--- src/design/cwt_pkg.sv ---
// Shared constants, types and helper functions for the cubic window target block.
`default_nettype none

package cwt_pkg;

  // Configuration register fields.
  localparam int CFG_W      = 10;
  localparam int HZ_W       = 4;
  localparam int BETA_SHIFT = 10;

  localparam logic [CFG_W-1:0] BETA_RESET  = 10'd717;
  localparam logic [CFG_W-1:0] SCALE_RESET = 10'd410;
  localparam logic [HZ_W-1:0]  HZ_RESET    = 4'd10;

  // Configuration port geometry.
  localparam int ADDR_W   = 4;
  localparam int ADDR_LSB = 2;
  localparam int PDATA_W  = 32;

  // Cube shift sh = SH_BASE + 3 * min(hz, HZ_MAX).
  localparam int SH_W    = 6;
  localparam int SH_BASE = 10;
  localparam logic [HZ_W-1:0] HZ_MAX = 4'd10;

  // Datapath widths.
  localparam int F_W    = 40;  // floor(2^sh / S) - 1 is below 2^40
  localparam int F_HALF = 20;
  localparam int A_W    = 63;  // cube root argument, saturated to 2^63 - 1
  localparam int ROOT_W = 21;  // cube root of a 63-bit value
  localparam int CAP_W  = 40;  // quotient cap is 2^40
  localparam int OUT_W  = 32;
  localparam int RT_W   = 8;   // remainder of the ms to tick conversion

  // Ticks: t = floor(ms * 128 / 125).
  localparam int TICK_DEN = 125;

  // Pipeline depth of each section, in registers.
  localparam int FRONT_LAT = 5;
  localparam int CBRT_LAT  = ROOT_W;
  localparam int BACK_LAT  = 8;
  localparam int PIPE_LAT  = FRONT_LAT + CBRT_LAT + BACK_LAT;

  typedef enum logic [1:0] {
    REG_BETA  = 2'd0,
    REG_SCALE = 2'd1,
    REG_HZ    = 2'd2
  } reg_idx_t;

  typedef enum logic [1:0] {
    DIV_LOAD = 2'd0,
    DIV_RUN  = 2'd1,
    DIV_DONE = 2'd2
  } div_state_t;

  // A scale of zero behaves as one.
  function automatic logic [CFG_W-1:0] scale_eff(input logic [CFG_W-1:0] scale);
    scale_eff = (scale == '0) ? CFG_W'(1) : scale;
  endfunction

  // Cube shift from the exponent register, exponent clamped to HZ_MAX.
  function automatic logic [SH_W-1:0] shift_of(input logic [HZ_W-1:0] hz);
    logic [HZ_W-1:0] hz_c;
    hz_c = (hz > HZ_MAX) ? HZ_MAX : hz;
    shift_of = SH_W'(SH_BASE) + SH_W'({hz_c, 1'b0}) + SH_W'(hz_c);
  endfunction

endpackage

`default_nettype wire

--- src/design/cwt_front.sv ---
// Front pipeline: decreased window, time in ticks and the saturated cube root argument.
`default_nettype none

module cwt_front #(
  parameter int WINDOW_BITS = 20,
  parameter int TIME_BITS   = 16
) (
  input  logic                      clk,
  input  logic                      rst,
  input  logic                      in_valid,
  input  logic [WINDOW_BITS-1:0]    window,
  input  logic [TIME_BITS-1:0]      ms,
  input  logic [cwt_pkg::CFG_W-1:0] beta,
  input  logic [cwt_pkg::F_W-1:0]   f,
  output logic                      out_valid,
  output logic [cwt_pkg::A_W-1:0]   radicand,
  output logic [WINDOW_BITS-1:0]    out_window,
  output logic [TIME_BITS:0]        ticks
);
  import cwt_pkg::*;

  // floor(m / 125) for m = 3 * ms is found as floor(m * RECIP / 2^M_W), which is
  // exact or one short; the remainder check in the last stage fixes it.
  localparam int M_W  = TIME_BITS + 2;
  localparam int RC_W = TIME_BITS - 4;
  localparam int TK_W = TIME_BITS + 1;
  localparam logic [RC_W-1:0] RECIP = RC_W'((64'd1 << M_W) / 64'(TICK_DEN));
  localparam int P_W  = F_HALF + WINDOW_BITS;
  localparam int AX_W = (F_W + WINDOW_BITS + 1 > A_W + 1) ? F_W + WINDOW_BITS + 1 : A_W + 1;

  logic v1, v2, v3, v4, v5;

  logic [WINDOW_BITS-1:0]       w1, w2, w3, w4;
  logic [TIME_BITS-1:0]         ms1, ms2, ms3, ms4;
  logic [CFG_W+WINDOW_BITS-1:0] bw2;
  logic [M_W+RC_W-1:0]          pt2;
  logic [WINDOW_BITS-1:0]       d3;
  logic [RC_W-1:0]              q03, q04;
  logic [P_W-1:0]               pa_lo4, pa_hi4;
  logic [RT_W-1:0]              rt4;

  logic [M_W-1:0]  m1;
  logic [RT_W-1:0] ms8, q8;
  logic [AX_W-1:0] asum;

  assign m1   = M_W'(ms1) + M_W'({ms1, 1'b0});
  assign ms8  = RT_W'(ms3);
  assign q8   = RT_W'(q03);
  assign asum = AX_W'(pa_lo4) + (AX_W'(pa_hi4) << F_HALF);

  always_ff @(posedge clk) begin
    if (rst) begin
      v1 <= 1'b0;
      v2 <= 1'b0;
      v3 <= 1'b0;
      v4 <= 1'b0;
      v5 <= 1'b0;
    end else begin
      v1 <= in_valid;
      v2 <= v1;
      v3 <= v2;
      v4 <= v3;
      v5 <= v4;
    end
  end

  always_ff @(posedge clk) begin
    // Input register.
    w1  <= window;
    ms1 <= ms;
    // beta * W and the reciprocal product for the tick conversion.
    w2  <= w1;
    ms2 <= ms1;
    bw2 <= (CFG_W + WINDOW_BITS)'(beta) * (CFG_W + WINDOW_BITS)'(w1);
    pt2 <= (M_W + RC_W)'(m1) * (M_W + RC_W)'(RECIP);
    // D = W - floor(beta * W / 1024) and the estimated tick quotient.
    w3  <= w2;
    ms3 <= ms2;
    d3  <= w2 - WINDOW_BITS'(bw2 >> BETA_SHIFT);
    q03 <= pt2[M_W +: RC_W];
    // F * D as two partial products; remainder of 3 * ms taken modulo 256.
    w4     <= w3;
    ms4    <= ms3;
    q04    <= q03;
    pa_lo4 <= P_W'(f[F_HALF-1:0]) * P_W'(d3);
    pa_hi4 <= P_W'(f[F_W-1:F_HALF]) * P_W'(d3);
    rt4    <= ms8 + ms8 + ms8 - q8 * RT_W'(TICK_DEN);
    // Saturated argument and corrected tick count.
    out_window <= w4;
    radicand   <= (|asum[AX_W-1:A_W]) ? '1 : asum[A_W-1:0];
    ticks      <= TK_W'(ms4) + TK_W'(q04) + TK_W'(rt4 >= RT_W'(TICK_DEN));
  end

  assign out_valid = v5;

endmodule

`default_nettype wire

--- config.mk ---
export PLATFORM = sky130hd
export DESIGN_NAME = cwt_front
export DESIGN_NICKNAME = d
export VERILOG_FILES = /design/src/design/cwt_pkg.sv /design/src/design/cwt_front.sv
export SDC_FILE = /design/constraint.sdc
export NUM_CORES = 2
export LEC_CHECK = 0
export ABC_CLOCK_PERIOD_IN_PS = 20400
export BUFFER_PORTS_ARGS = -buffer_cell sky130_fd_sc_hd__buf_2
export CAP_MARGIN = 20
export CORE_UTILIZATION = 65
export CTS_BUF_LIST = sky130_fd_sc_hd__clkbuf_8
export CTS_CLUSTER_DIAMETER = 100
export DETAILED_ROUTE_END_ITERATION = 16
export PLACE_DENSITY_LB_ADDON = 0.25
export SLEW_MARGIN = 20
export SYNTH_ARGS = -nofsm -noshare
export SYNTH_HDL_FRONTEND = slang
export SYNTH_SLANG_ARGS = --single-unit
--- constraint.sdc ---
create_clock -name clk -period 20.4 [get_ports clk]
set_input_delay 3.06 -clock clk [delete_from_list [all_inputs] [get_ports clk]]
set_output_delay 3.06 -clock clk [all_outputs]
set_load 0.1 [all_outputs]
### Word-level counts from Yosys, hierarchy flattened

Index checks and enable logic that the tools add are counted.

* input bits: 89
* register bits: 441
* word-level logic and storage cells: 38
* memories: 0
* bits in writable memories: 0
* memory bits (read-only): 0
* latch bits: 0

* reductions and logical operators: 0
* add/sub/neg operators: 8
* divide/modulo/power cells: 0
* muxes and demuxes: 0
* shift-type cells: 0
* bitwise logic cells: 0
* magnitude comparators: 1
* equality and inequality tests: 0
* multipliers: 5

Operators with widths (count)
* 20-bit by 20-bit multiplier with 40-bit output: 2
* 40-bit by 60-bit adder with 61-bit output: 1
* 10-bit by 20-bit multiplier with 30-bit output: 1
* 18-bit by 12-bit multiplier with 30-bit output, second input constant: 1
* 20-bit subtractor: 1
* 16-bit by 17-bit adder with 18-bit output: 1
* 16-bit by 12-bit adder with 17-bit output: 1
* 17-bit by 1-bit adder with 17-bit output: 1
* 8-bit adder: 2
* 8-bit by 7-bit >= comparator with 1-bit output, second input constant: 1
* 8-bit by 7-bit multiplier with 8-bit output, second input constant: 1
* 8-bit subtractor: 1

### Depth between registers and ports, before layout

* depth after elaboration: 3
* mapped depth: 26
* gate-level depth less buffers: 26

### Worst setup path before layout

OpenSTA, ideal clock, no wires.

* kind: input -> register
* start point: input f[11] (netlist name)
* end point: register pa_lo4[32]
* setup time: 0.126 ns
* stages on the path: 23
* setup slack: 11.228 ns
* arrival: 9.046 ns
* required time: 20.274 ns
* cells stage by stage: clkbuf_1 and2_1 fa_1 fa_1 inv_1 fa_1 inv_1 fa_1 fa_1 fa_1 inv_1 fa_1 inv_1 ha_1 and3_4 a221o_1 a31o_1 a221oi_4 o31a_4 o21ai_4 a21oi_1 o21bai_1 xor2_1

* cells in the longest elaborated chain, start to end: 1

Ends and longest elaborated chain
* start, declared: RTL line cwt_front.sv:14 `input logic [cwt_pkg::F_W-1:0] f,`
* 20-bit by 20-bit multiplier with 40-bit output: RTL line cwt_front.sv:85 `pa_lo4 <= P_W'(f[F_HALF-1:0]) * P_W'(d3);`
* end signal, assigned: RTL line cwt_front.sv:85
* end, declared: RTL line cwt_front.sv:39 `logic [P_W-1:0] pa_lo4, pa_hi4;`

No other way between the ends.
A chain may end at the register's enable or synchronous reset.

### Final worst setup path

* start point: input f[29] (netlist name)
* end point: register pa_hi4[34]

* cells in the longest elaborated chain, start to end: 1

Ends and longest elaborated chain
* 20-bit by 20-bit multiplier with 40-bit output: RTL line cwt_front.sv:86 `pa_hi4 <= P_W'(f[F_W-1:F_HALF]) * P_W'(d3);`
* end signal, assigned: RTL line cwt_front.sv:86
* end, declared: RTL line cwt_front.sv:39

No other way between the ends.

==> metrics.csv <==
metric;value;unit
number of synthesized register bits;411;
setup repair after global routing missed its margin;no;
count of TritonRoute iterations in the first routing pass;6;
slowest stage cell on the critical path;fa_1;
number of hold buffers added after cts;0;
Most Used Layer, Global Route;met2;
clock latency on the worst-skew pair;0.69;ns
overall die height;272.2;µm
area share of the leading cell type in the synthesized netlist;0.3485;
Avg Synthesized Cell Area;9.606;µm²
CTS-repair resized insts;0;
clock tree from TritonCTS;built;
number of enable flip-flop cells after synthesis;0;
aggregate negative setup slack;0;ns
fraction of layout instances using a drive strength above 1;0.06909;
highest clock rate;0.1086;GHz
initial core utilization;0.6603;
highest net fanout along the worst path;20;
pin count of the biggest net entering global routing;41;
Buf/Inv on CP;7;
post-layout minimum cycle time;9.211;ns
netlist area before placement;0.04744;mm²
global-route wire length before repair;176800;µm
maximum buffer depth of the clock tree;3;
sequential fraction of the synthesis area;0.1734;
R2R Path Start;d3[4];
H-tree levels;3;
cell type with the largest total area after synthesis;fa_1;
crit path capture;pa_hi4[34];
vias;32880;
Avg WL per Cell;17.77;µm
path length in cells of the critical path;25;
width of the die;272.2;µm
CP Data Required Time;20.97;ns
number of nets in the finished design;6472;
global route overflow;0;
Arrival @ worst endpoint;9.78;ns
number of standard-cell rows in the floorplan;98;
Hold WS;0.2932;ns
delay of the slowest critical-path stage;0.53;ns
path category of the worst min-delay check;reg -> reg;
family with the most delay on the worst path;adder cells;
HPWL Detailed;81590;µm
Remaining DRCs;0;
Area growth, synth to finish;6.195;%
number of I/O pins;190;
final-report setup violation count;0;
element type at the critical path end;register;
vias in the first global route;35140;
Core Footprint;0.07185;mm²
synth unique cells;75;
Period Utilization, post-route;0.4515;
die outline area;0.07407;mm²
most used cell along the critical path;fa_1;
number of maximum-capacitance constraint violations;0;
outcome;finished clean;
initial drt markers;1878;
Relative slew margins;0.5681;
RR Endpoint;pa_hi4[34];
Worst Setup Start Kind;input pin;
GR Layer Usage met1;0.3912;
number of cells on the worst reg-to-reg path;25;
count of buffers inserted at the top-level ports;187;
initial antenna violation count;2;
number of standard cells after synthesis;4939;
per-cell via count in the routed design;5.463;
path type of the worst setup path;in -> reg;
met2 Use GR;0.5135;
number of clock buffers inserted by TritonCTS;71;
clock-pin slew reported for the worst setup and hold paths after clock tree synthesis;0.06;ns
global routing usage summed across all routing layers;0.3019;
postcts setup bufs;0;
met3 capacity usage during global routing;0.05448;
pin slew with the least headroom to its limit;0.6432;ns
Final Wtd Congestion;0.8758;
final routed wirelength across all metal layers;106900;µm
register-to-register setup slack;13.20;ns
proportion of synthesized flip-flops having asynchronous set or reset;0;
yosys warns;0;
hold violation total from the final report;0;
max-slew violation total from the final report;0;
Clock Sinks;411;
post-detailed-route count of antenna-violating nets;0;
CTS Root Cell;clkbuf_8;
Critical Path Start;f[29];
setup clock skew after layout;0.05039;ns
cell types occupying the most area after synthesis;fa_1, dfxtp_1, ha_1, inv_1, and2_1;
prevailing post-synth register cell;dfxtp_1;
-- per-layer routing --
layer / part of all wire / wire (µm)
met2: 0.49 / 52550
met3: 0.074 / 7884
met4: 0.027 / 2929
met1: 0.41 / 43560
met5: 0.00012 / 13
-- cells in the mapped netlist (all sizes together), types with 62 or more instances --
library cell and count:
clkbuf 202, and2 527, dfxtp 411, xor2 62, nor2 97, a21o 66, a21oi 140, fa 826
nand2 545, inv 994, xnor2 139, o21ai 65, ha 543
-- cells by family (layout without fill, tap and decap cells) --
logic type | count (synthesis) | count (layout) | synth area share
adders and majority gates | 1369 | 1369 | 0.4917
and+or+nand+nor | 1335 | 1335 | 0.1417
buffers and inverters | 1201 | 1327 | 0.09544
AOI/OAI and AO/OA | 421 | 421 | 0.06053
DFF | 411 | 411 | 0.1734
xor gates and xnor gates | 201 | 201 | 0.03711
other | 1 | 4 | 0.00007904
-- cell type report --
class	count	area, µm²
inverter	994	3731
clock inverter	42	302.8
fill	5524	21470
tap	950	1189
sequential	411	8228
clock buffer	83	1142
multi-input combinational	3328	34690
antenna	2	5.005
timing repair buffer	208	1094
-- layout by cell type (no fill, tap or decap), types with 19 or more instances in the layout --
cell,Yosys,routed
ha_1,543,543
nor3_1,28,28
dfxtp_1,411,411
buf_4,3,21
o21bai_1,28,28
xnor2_1,139,139
nor2b_1,23,23
nand2_1,545,545
nand3_1,26,26
clkbuf_8,0,83
inv_1,994,1016
buf_2,1,187
and3_1,20,20
nand2b_1,19,19
a21oi_1,130,130
nor2_1,97,97
o21a_1,24,24
xor2_1,62,62
fa_1,826,826
and2_1,527,527
o21ai_0,51,51
a21o_1,66,66
-- worst min path at each step --
| stage | from | to | cells after the start |
|---|---|---|---|
| after floorplan | pt2[0] | ms3[0] | 0 |
| after global placement | w4[12] | out_window[12] | 0 |
| after detailed placement | w3[19] | w4[19] | 0 |
| after CTS | pt2[23] | q03[5] | 0 |
| after global routing | pt2[23] | q03[5] | 0 |
| final | pt2[23] | q03[5] | 0 |
-- flip-flops by register name, indices dropped and copies added, names as in the netlist, 17 cells and up --
signal	count
bw2	20
d3	20
out_window	20
pa_hi4	40
pa_lo4	40
radicand	61
ticks	17
w1	20
w2	20
w3	20
w4	20
-- through the flow --
step / instance area (µm²) / cells / util / worst slack, ns
after detailed placement: 48930 / 5891 / 0.6810 / 10.56
after CTS: 50380 / 6016 / 0.7011 / 11.29
after global placement: 48930 / 5891 / 0.6810 / 10.77
final: 50380 / 6018 / 0.7012 / 11.19
after global routing: 50380 / 6017 / 0.7011 / 10.98
after floorplan: 47450 / 4940 / - / 11.23
Power is not shown: default switching activity piles up to over one toggle a cycle in this logic, so the estimate is an artifact.
